<file path="config.mk">
export PLATFORM = sky130hd
export DESIGN_NAME = polygon_zone_validator_core
export DESIGN_NICKNAME = d
export VERILOG_FILES = /design/src/hdl/pzv_pkg.sv /design/src/hdl/polygon_zone_validator_core.sv /design/src/hdl/pzv_datapath.sv /design/src/hdl/pzv_ctrl.sv
export SDC_FILE = /design/constraint.sdc
export NUM_CORES = 2
export LEC_CHECK = 0
export BUFFER_PORTS_ARGS = -buffer_cell sky130_fd_sc_hd__buf_2
export CAP_MARGIN = 10
export CORE_MARGIN = 10
export CORE_UTILIZATION = 25
export CTS_BUF_LIST = sky130_fd_sc_hd__clkbuf_8
export DETAILED_ROUTE_END_ITERATION = 12
export PLACE_DENSITY = 0.49
export SYNTH_ARGS = -nofsm -noshare
export SYNTH_HDL_FRONTEND = slang
export SYNTH_SLANG_ARGS = --single-unit
</file>
<file path="constraint.sdc">
create_clock -name clk -period 17.74 [get_ports clk]
set_input_delay 5.322 -clock clk [delete_from_list [all_inputs] [get_ports clk]]
set_output_delay 5.322 -clock clk [all_outputs]
set_load 0.005 [all_outputs]
</file>
<file path="src/hdl/pzv_pkg.sv">
package pzv_pkg;

	// Default polygon capacity, handed to the top level as a parameter default.
	localparam int MAX_VERTICES_DEF = 8;

	// Field widths.
	localparam int COORD_W  = 16;
	localparam int DIF_W    = COORD_W + 1;
	localparam int PRD_W    = 2 * DIF_W;
	localparam int STATUS_W = 3;
	localparam int CFG_IDX_W = 1;

	// A polygon needs three vertices; the edge-pair walk only runs from four on.
	localparam int MIN_VERTICES       = 3;
	localparam int CROSS_MIN_VERTICES = 4;

	// Four cross products are formed for each edge pair.
	localparam int NCROSS = 4;
	localparam int K_W    = 2;

	// Reset values of the range registers.
	localparam logic signed [COORD_W-1:0] COORD_MIN_RST = 16'sh8000;
	localparam logic signed [COORD_W-1:0] COORD_MAX_RST = 16'sh7FFF;

	// Result codes.
	typedef enum logic [STATUS_W-1:0] {
		ST_OK       = 3'd0,
		ST_TOO_FEW  = 3'd1,
		ST_TOO_MANY = 3'd2,
		ST_RANGE    = 3'd3,
		ST_CROSS    = 3'd4
	} status_t;

	// Configuration register indexes.
	typedef enum logic [CFG_IDX_W-1:0] {
		REG_MIN_COORD = 1'b0,
		REG_MAX_COORD = 1'b1
	} cfg_reg_t;

	// One stored vertex.
	typedef struct packed {
		logic signed [COORD_W-1:0] x;
		logic signed [COORD_W-1:0] y;
	} vtx_t;

	// Commands from the controller to the datapath.
	typedef struct packed {
		logic wr_vertex;
		logic clear;
		logic walk_init;
		logic walk_next;
		logic rd_ab;
		logic rd_cd;
		logic mul;
	} dp_cmd_t;

	// Status from the datapath to the controller.
	typedef struct packed {
		logic too_few;
		logic too_many;
		logic range_fault;
		logic no_walk;
		logic k_last;
		logic last_pair;
		logic pair_cross;
	} dp_sts_t;

endpackage

</file>
<file path="src/hdl/polygon_zone_validator_core.sv">
// Polygon zone validator. Vertices arrive one per transfer as signed millimeter
// coordinates, one per cycle while the block loads, with last_vertex on the final
// one; up to MAX_VERTICES are stored, further ones are dropped. One status follows
// the last vertex: too few (under 3), too many, any stored vertex outside
// [min_coord_mm, max_coord_mm], self-intersecting, or ok. The self-intersection
// test steps through the edge pairs (i, j) with j at least i+2, which
// are the n*(n-3)/2 non-adjacent pairs plus the adjacent pair of the first and last
// edge, whose outcome is ignored. It uses one vertex store with two read ports and
// one shared product unit that forms one cross product a cycle, so each pair takes
// two store reads, four cross products, a last sign compare and a decision.
// A polygon passes through loading, evaluation, the edge pair walk (none when a
// count or range fault decides or under four vertices are stored) and the load
// of the output register.
// The walk stops at the first crossing pair. The next polygon's vertices are
// taken while the previous result still waits for its transfer.
module polygon_zone_validator_core import pzv_pkg::*; #(
	parameter int MAX_VERTICES = MAX_VERTICES_DEF
) (
	input  logic                       clk,
	input  logic                       arst_n,
	input  logic                       in_valid,
	output logic                       in_ready,
	input  logic signed [COORD_W-1:0]  vertex_x,
	input  logic signed [COORD_W-1:0]  vertex_y,
	input  logic                       last_vertex,
	output logic                       out_valid,
	input  logic                       out_ready,
	output logic [STATUS_W-1:0]        status,
	output logic                       is_valid,
	input  logic                       cfg_we,
	input  logic [CFG_IDX_W-1:0]       cfg_index,
	input  logic [COORD_W-1:0]         cfg_data
);

	dp_cmd_t cmd;
	dp_sts_t sts;

	// Sequencing of loading, edge pair walk and result.
	pzv_ctrl u_ctrl (
		.clk         (clk),
		.arst_n      (arst_n),
		.in_valid    (in_valid),
		.in_ready    (in_ready),
		.last_vertex (last_vertex),
		.out_valid   (out_valid),
		.out_ready   (out_ready),
		.status      (status),
		.is_valid    (is_valid),
		.cmd         (cmd),
		.sts         (sts)
	);

	// Vertex store, range check and cross product unit.
	pzv_datapath #(
		.MAX_VERTICES (MAX_VERTICES)
	) u_datapath (
		.clk       (clk),
		.arst_n    (arst_n),
		.cmd       (cmd),
		.sts       (sts),
		.vertex_x  (vertex_x),
		.vertex_y  (vertex_y),
		.cfg_we    (cfg_we),
		.cfg_index (cfg_index),
		.cfg_data  (cfg_data)
	);

endmodule

</file>
<file path="src/hdl/pzv_datapath.sv">
module pzv_datapath import pzv_pkg::*; #(
	parameter int MAX_VERTICES = MAX_VERTICES_DEF
) (
	input  logic                       clk,
	input  logic                       arst_n,
	input  dp_cmd_t                    cmd,
	output dp_sts_t                    sts,
	input  logic signed [COORD_W-1:0]  vertex_x,
	input  logic signed [COORD_W-1:0]  vertex_y,
	input  logic                       cfg_we,
	input  logic [CFG_IDX_W-1:0]       cfg_index,
	input  logic [COORD_W-1:0]         cfg_data
);

	localparam int CNT_W = $clog2(MAX_VERTICES + 2);
	localparam int IDX_W = $clog2(MAX_VERTICES);
	localparam logic [CNT_W-1:0] CNT_MAX   = CNT_W'(MAX_VERTICES);
	localparam logic [CNT_W-1:0] CNT_OVER  = CNT_W'(MAX_VERTICES + 1);
	localparam logic [CNT_W-1:0] CNT_MIN   = CNT_W'(MIN_VERTICES);
	localparam logic [CNT_W-1:0] CNT_CROSS = CNT_W'(CROSS_MIN_VERTICES);

	logic signed [COORD_W-1:0] min_q, max_q;
	logic [CNT_W-1:0]          cnt_q;
	logic                      range_q;
	logic                      oor;
	logic                      room;

	vtx_t                      mem [MAX_VERTICES];
	vtx_t                      rd0_q, rd1_q;
	vtx_t                      a_q, b_q;
	logic [IDX_W-1:0]          addr0, addr1;

	logic [CNT_W-1:0]          i_q, j_q;
	logic [CNT_W-1:0]          n_m1;
	logic [CNT_W-1:0]          i_nx, j_nx;
	logic [CNT_W:0]            i_p3;
	logic                      skip;

	logic [K_W-1:0]            k_q;
	vtx_t                      op_a, op_b, op_p;
	logic signed [DIF_W-1:0]   dbx, dby, dpx, dpy;
	logic signed [PRD_W-1:0]   p1, p2;
	logic signed [PRD_W-1:0]   p1_s1, p2_s1;
	logic [K_W-1:0]            k_s1;
	logic                      pv_s1;
	logic [NCROSS-1:0]         pos_q, neg_q;

	// Range registers, to be written only while the block is idle; the block does not enforce this.
	always_ff @(posedge clk or negedge arst_n) begin
		if (!arst_n) begin
			min_q <= COORD_MIN_RST;
			max_q <= COORD_MAX_RST;
		end else if (cfg_we) begin
			if (cfg_index == REG_MIN_COORD) begin
				min_q <= cfg_data;
			end else begin
				max_q <= cfg_data;
			end
		end
	end

	// Range check of the incoming vertex against the registers as they stand.
	assign oor  = (vertex_x < min_q) || (vertex_x > max_q) ||
	              (vertex_y < min_q) || (vertex_y > max_q);
	assign room = (cnt_q < CNT_MAX);

	// Vertex count saturates one above capacity; the range fault is sticky.
	always_ff @(posedge clk or negedge arst_n) begin
		if (!arst_n) begin
			cnt_q   <= '0;
			range_q <= 1'b0;
		end else if (cmd.clear) begin
			cnt_q   <= '0;
			range_q <= 1'b0;
		end else if (cmd.wr_vertex) begin
			if (room) begin
				cnt_q   <= cnt_q + CNT_W'(1);
				range_q <= range_q | oor;
			end else begin
				cnt_q <= CNT_OVER;
			end
		end
	end

	// Vertex store: one write port, two registered read ports.
	always_ff @(posedge clk) begin
		if (cmd.wr_vertex && room) begin
			mem[cnt_q[IDX_W-1:0]] <= '{x: vertex_x, y: vertex_y};
		end
	end

	always_ff @(posedge clk) begin
		if (cmd.rd_ab || cmd.rd_cd) begin
			rd0_q <= mem[addr0];
			rd1_q <= mem[addr1];
		end
	end

	// Edge pair walk: edge i runs from vertex i to i+1, edge j from j to j+1, modulo n.
	assign n_m1  = cnt_q - CNT_W'(1);
	assign i_nx  = (i_q == n_m1) ? '0 : i_q + CNT_W'(1);
	assign j_nx  = (j_q == n_m1) ? '0 : j_q + CNT_W'(1);
	assign i_p3  = {1'b0, i_q} + (CNT_W + 1)'(3);
	assign skip  = (i_q == '0) && (j_q == n_m1);
	assign addr0 = cmd.rd_ab ? i_q[IDX_W-1:0]  : j_q[IDX_W-1:0];
	assign addr1 = cmd.rd_ab ? i_nx[IDX_W-1:0] : j_nx[IDX_W-1:0];

	always_ff @(posedge clk or negedge arst_n) begin
		if (!arst_n) begin
			i_q <= '0;
			j_q <= '0;
		end else if (cmd.walk_init) begin
			i_q <= '0;
			j_q <= CNT_W'(2);
		end else if (cmd.walk_next) begin
			if (j_q == n_m1) begin
				i_q <= i_q + CNT_W'(1);
				j_q <= i_p3[CNT_W-1:0];
			end else begin
				j_q <= j_q + CNT_W'(1);
			end
		end
	end

	// The first edge is captured while the second is being read.
	always_ff @(posedge clk) begin
		if (cmd.rd_cd) begin
			a_q <= rd0_q;
			b_q <= rd1_q;
		end
	end

	// Cross product index, one product pair per cycle.
	always_ff @(posedge clk or negedge arst_n) begin
		if (!arst_n) begin
			k_q <= '0;
		end else if (cmd.rd_cd) begin
			k_q <= '0;
		end else if (cmd.mul) begin
			k_q <= k_q + K_W'(1);
		end
	end

	// Operand selection: the two points of one edge against a point of the other.
	always_comb begin
		unique case (k_q)
			2'd0: begin
				op_a = rd0_q; op_b = rd1_q; op_p = a_q;
			end
			2'd1: begin
				op_a = rd0_q; op_b = rd1_q; op_p = b_q;
			end
			2'd2: begin
				op_a = a_q; op_b = b_q; op_p = rd0_q;
			end
			default: begin
				op_a = a_q; op_b = b_q; op_p = rd1_q;
			end
		endcase
	end

	// Differences and the two products of one cross product.
	assign dbx = DIF_W'(op_b.x) - DIF_W'(op_a.x);
	assign dby = DIF_W'(op_b.y) - DIF_W'(op_a.y);
	assign dpx = DIF_W'(op_p.x) - DIF_W'(op_a.x);
	assign dpy = DIF_W'(op_p.y) - DIF_W'(op_a.y);
	assign p1  = dbx * dpy;
	assign p2  = dby * dpx;

	always_ff @(posedge clk) begin
		p1_s1 <= p1;
		p2_s1 <= p2;
		k_s1  <= k_q;
	end

	always_ff @(posedge clk or negedge arst_n) begin
		if (!arst_n) begin
			pv_s1 <= 1'b0;
		end else begin
			pv_s1 <= cmd.mul;
		end
	end

	// The sign of each cross product comes from comparing its two products.
	always_ff @(posedge clk or negedge arst_n) begin
		if (!arst_n) begin
			pos_q <= '0;
			neg_q <= '0;
		end else if (pv_s1) begin
			pos_q[k_s1] <= (p1_s1 > p2_s1);
			neg_q[k_s1] <= (p1_s1 < p2_s1);
		end
	end

	// Status toward the controller.
	always_comb begin
		sts.too_few     = (cnt_q < CNT_MIN);
		sts.too_many    = (cnt_q > CNT_MAX);
		sts.range_fault = range_q;
		sts.no_walk     = (cnt_q < CNT_CROSS);
		sts.k_last      = (k_q == K_W'(NCROSS - 1));
		sts.last_pair   = (j_q == n_m1) && (i_p3 >= {1'b0, cnt_q});
		sts.pair_cross  = !skip &&
		                  ((pos_q[0] && neg_q[1]) || (neg_q[0] && pos_q[1])) &&
		                  ((pos_q[2] && neg_q[3]) || (neg_q[2] && pos_q[3]));
	end

endmodule

</file>
<file path="src/hdl/pzv_ctrl.sv">
module pzv_ctrl import pzv_pkg::*; (
	input  logic                clk,
	input  logic                arst_n,
	input  logic                in_valid,
	output logic                in_ready,
	input  logic                last_vertex,
	output logic                out_valid,
	input  logic                out_ready,
	output logic [STATUS_W-1:0] status,
	output logic                is_valid,
	output dp_cmd_t             cmd,
	input  dp_sts_t             sts
);

	typedef enum logic [7:0] {
		S_LOAD   = 8'b0000_0001,
		S_EVAL   = 8'b0000_0010,
		S_RD_AB  = 8'b0000_0100,
		S_RD_CD  = 8'b0000_1000,
		S_MUL    = 8'b0001_0000,
		S_CMP    = 8'b0010_0000,
		S_NEXT   = 8'b0100_0000,
		S_REPORT = 8'b1000_0000
	} state_t;

	state_t  st_q, st_d;
	status_t res_q, res_d;
	status_t out_status_q;
	logic    out_valid_q;
	logic    out_free;
	logic    in_xfer;

	assign in_ready = (st_q == S_LOAD);
	assign in_xfer  = in_valid && in_ready;
	assign out_free = !out_valid_q || out_ready;

	// Next state, pending result and datapath commands.
	always_comb begin
		st_d  = st_q;
		res_d = res_q;
		cmd   = '0;
		unique case (st_q)
			S_LOAD: begin
				cmd.wr_vertex = in_xfer;
				if (in_xfer && last_vertex) begin
					st_d = S_EVAL;
				end
			end
			S_EVAL: begin
				st_d = S_REPORT;
				priority if (sts.too_few) begin
					res_d = ST_TOO_FEW;
				end else if (sts.too_many) begin
					res_d = ST_TOO_MANY;
				end else if (sts.range_fault) begin
					res_d = ST_RANGE;
				end else if (sts.no_walk) begin
					res_d = ST_OK;
				end else begin
					cmd.walk_init = 1'b1;
					st_d          = S_RD_AB;
				end
			end
			S_RD_AB: begin
				cmd.rd_ab = 1'b1;
				st_d      = S_RD_CD;
			end
			S_RD_CD: begin
				cmd.rd_cd = 1'b1;
				st_d      = S_MUL;
			end
			S_MUL: begin
				cmd.mul = 1'b1;
				if (sts.k_last) begin
					st_d = S_CMP;
				end
			end
			S_CMP: begin
				st_d = S_NEXT;
			end
			S_NEXT: begin
				priority if (sts.pair_cross) begin
					res_d = ST_CROSS;
					st_d  = S_REPORT;
				end else if (sts.last_pair) begin
					res_d = ST_OK;
					st_d  = S_REPORT;
				end else begin
					cmd.walk_next = 1'b1;
					st_d          = S_RD_AB;
				end
			end
			S_REPORT: begin
				if (out_free) begin
					cmd.clear = 1'b1;
					st_d      = S_LOAD;
				end
			end
			default: begin
				st_d = S_LOAD;
			end
		endcase
	end

	always_ff @(posedge clk or negedge arst_n) begin
		if (!arst_n) begin
			st_q  <= S_LOAD;
			res_q <= ST_OK;
		end else begin
			st_q  <= st_d;
			res_q <= res_d;
		end
	end

	// Output register: the result waits here while the next polygon loads.
	always_ff @(posedge clk or negedge arst_n) begin
		if (!arst_n) begin
			out_valid_q  <= 1'b0;
			out_status_q <= ST_OK;
		end else if (st_q == S_REPORT && out_free) begin
			out_valid_q  <= 1'b1;
			out_status_q <= res_q;
		end else if (out_ready) begin
			out_valid_q <= 1'b0;
		end
	end

	assign out_valid = out_valid_q;
	assign status    = out_status_q;
	assign is_valid  = (out_status_q == ST_OK);

`ifndef ASSERT_OFF
	// The final vertex always starts the evaluation.
	a_last_evals: assert property (@(posedge clk) disable iff (!arst_n)
		(in_valid && in_ready && last_vertex) |=> (st_q == S_EVAL))
		else $error("last vertex did not start evaluation");

	// A crossing pair ends the walk with the crossing code.
	a_cross_reports: assert property (@(posedge clk) disable iff (!arst_n)
		(st_q == S_NEXT && sts.pair_cross) |=> (st_q == S_REPORT && res_q == ST_CROSS))
		else $error("crossing pair not reported");

	// A free output register takes the pending result in the next cycle.
	a_result_loaded: assert property (@(posedge clk) disable iff (!arst_n)
		(st_q == S_REPORT && out_free) |=> (out_valid && status == $past(res_q)))
		else $error("pending result not transferred to output register");
`endif

endmodule

</file>
==> out/qor.yml <==
status:
  outcome: "finished, final reports clean"
sta:
  hold_viol: 0
  setup_viol: 0
  tightest_slew_ns: 1.230
  max_freq_mhz: 82.12
  fin_crit_ns: 12.18
  worst_clock_skew_ns: 0.06742
  min_period_over_period: 0.6865
  slew_viol_final: 0
  rsz0062_at_grt: "no"
  finalSetupTns_ns: 0
  max_slew_margin: 0.1743
worst_setup_path:
  reg2reg_slack_ns: 5.56
  cp.required_ns: 18.36
  reg2regPathDepth: 40
  path_common_cell: "fa_1"
  arrival_ns: 12.80
  startpoint: "u_datapath.k_q[0]"
  critPathKind: "reg -> reg"
  reg2reg_to: "u_datapath.p2_s1[32]"
  critPathLaunchType: "register"
  cp_slowest_cell: "o41ai_1"
  end_kind: "register"
  r2r_start: "u_datapath.k_q[0]"
  path_max_fanout: 37
  slowest_delay_ns: 0.72
yosys:
  avgSynthCellArea_um2: 11.01
  synth_nets: 5412
  synth_cell_types: 76
  synth_top_cell_by_area: "fa_1"
  yosysSeqAreaShare: 0.3028
  syn_inst: 4417
  netlist_area_um2: 48650
  synth_flop_cell: "edfxtp_1"
  synth_top_area_frac: 0.2461
  yosys-top-cells-area: "fa_1 25%, edfxtp_1 24%, ha_1 8.8%, inv_1 5.6%, mux2i_1 4.7%"
  ys_warn_count: 0
  yosys_register_bits: 525
  ys_async_sr_fraction: 0.1352
  synth_edf_count: 384
cts:
  cts_resized: 0
  hold_buffers: 0
  postCtsSetupRepairBufs: 0
  root_buffer: "clkbuf_8"
  path_clk_slew_ns: 0.07
  clkSinkCount: 525
  cts_buffers: 89
  cts.path.max_buffers: 3
  cts_max_level: 3
  cts_tree: "yes"
  insertion_delay_ns: 0.78
global_route:
  grt_max_degree: 72
  antenna_found_initial: 8
  grt_pass1_wl_um: 211500
  track_usage: 0.1277
  grt_pass1_vias: 34950
  gr-total-overflow: 0
routing:
  remaining_drc_errors: 0
  drt-initial-drc-count: 2237
  routed.top_layer: "met5"
  avgViaCountPerCell: 4.521
  dr_wl_met2_um: 63710
  first_pass_iters: 7
  routed-via-count: 32150
  drt_wl_total_um: 134800
  dr_wl_met3_um: 5528
  postRouteAntennaNets: 0
  met1_length_um: 62160
  routedWlPerCell_um: 18.96
die:
  row_count: 161
  core_um2: 193000
  initial_utilization: 0.2521
  pin_count: 61
  die_h_um: 461.1
  dieWidth_um: 461.1
  die_area_um2: 212600
placed_design:
  hpwl_um: 101900
  gp_congestion: 0.8431
  portBuffers: 60
final_layout:
  nNetsFinal: 5510
  drive_above_1_share: 0.1138
  n_fill_cell: 20050
  synthToLayoutAreaGrowth_pct: 10.93
  seqCellArea_um2: 14730
  antenna_cells: 0
  multi_input_area_um2: 30690
min_path:
  hold_end: "u_datapath.k_s1[0]"
  hp-start: "u_datapath.k_q[0]"
  holdPathStages: 0
  hold_path_class: "reg -> reg"
flow_run:
  max_cap_violations: 0
## per-stage QoR
| stage | instances | hold WS (ns) | util | setup WS (ns) | cell area [um^2] |
|---|---|---|---|---|---|
| 2_1_floorplan | 4417 | 0.3989 | - | 8.018 | 48650 |
| 3_3_place_gp | 6950 | 0.4085 | 0.2710 | 5.819 | 52300 |
| 3_5_place_dp | 6950 | 0.4263 | 0.2710 | 5.681 | 52300 |
| 4_1_cts | 7111 | 0.4399 | 0.2796 | 5.634 | 53960 |
| 5_1_grt | 7111 | 0.4684 | 0.2796 | 4.738 | 53960 |
| 6_report | 7111 | 0.4407 | 0.2796 | 5.562 | 53960 |
## flip-flops by register name, summed over array words and instances, names as in the netlist, 8 cells and up
| signal | flops |
|---|---|
| u_datapath.mem | 256 |
| u_datapath.p1_s1 | 34 |
| u_datapath.p2_s1 | 34 |
| u_datapath.a_q | 32 |
| u_datapath.b_q | 32 |
| u_datapath.rd0_q | 32 |
| u_datapath.rd1_q | 32 |
| u_datapath.max_q | 16 |
| u_datapath.min_q | 16 |
| u_ctrl.st_q | 8 |
## worst max-delay path by stage
stage                            to  slack (ns)  cells past startpoint
2_1_floorplan  u_datapath.p2_s1[32]        8.02                     39
3_3_place_gp   u_datapath.p2_s1[32]        5.82                     40
3_5_place_dp   u_datapath.p2_s1[32]        5.68                     40
4_1_cts        u_datapath.p2_s1[32]        5.63                     40
5_1_grt        u_datapath.p2_s1[32]        4.74                     40
6_report       u_datapath.p2_s1[32]        5.56                     40
## cell families (layout without fill, tap and decap cells)
group,Yosys count,after routing,share of synthesized area
simple gates,1028,1028,0.09552
fa+ha+maj,940,940,0.3341
buf+inv,875,1043,0.07060
flops,525,525,0.3028
compound gates,485,485,0.06579
mux,404,404,0.1024
xor+xnor,160,160,0.02881
## area by class of cell
type,count,share of cell area
clock buffer,92,0.02346
clock inverter,69,0.007327
inverter,732,0.05092
multi-input combinational,3017,0.5686
sequential,525,0.2730
tap,2526,0.05857
timing repair buffer,150,0.01813
## placed cells by master, fill, tap and decap left out, drive strengths merged, types with 6 or more instances in the layout
cell,n
a211oi,20
a21boi,6
a21o,59
a21oi,121
a222oi,31
a31oi,19
and2,42
and3,13
buf,150
clkbuf,92
clkinv,35
dfrtp,54
dfstp,17
dfxtp,70
edfxtp,384
fa,598
ha,342
inv,759
mux2,110
mux2i,230
mux4,64
nand2,378
nand2b,50
nand3,32
nand3b,7
nand4,21
nor2,322
nor2b,88
nor3,28
nor4,6
o211ai,9
o21a,28
o21ai,120
o21bai,9
or2,20
or3,7
xnor2,109
xor2,51
## Yosys cell counts (all sizes together), types with 6 or more instances
library cell,instances
nand2b,50
o211ai,9
ha,342
inv,731
mux4,64
clkbuf,109
nand4,21
nand3,32
nand3b,7
nor2,322
xor2,51
edfxtp,384
mux2,110
dfxtp,70
dfstp,17
a211oi,20
and2,42
nor3,28
a21boi,6
buf,34
o21a,28
a222oi,31
nand2,378
or3,7
o21bai,9
mux2i,230
fa,598
or2,20
xnor2,109
and3,13
dfrtp,54
o21ai,120
a21o,59
a21oi,121
a31oi,19
nor2b,88
nor4,6
## critical path, delay by kind of cell (launching register included)
kind                       cells  cell delay, ns
adders and majority gates     10            4.38
DFF                            1            0.39
muxes                          1            0.43
xor gates and xnor gates       2            0.45
AOI/OAI and AO/OA             12            3.91
and+or+nand+nor                5            0.57
buffers and inverters         10            1.84
## layer usage
layer	global-route usage	vias to the layer above
met4	0.03098	2
met1	0.1726	16410
met5	0	-
met2	0.2162	679
met3	0.01626	195
li1	-	14860
Power is left out: the tool's default activity adds up to more than one toggle a clock period on the data nets, which glitch-free logic cannot reach.
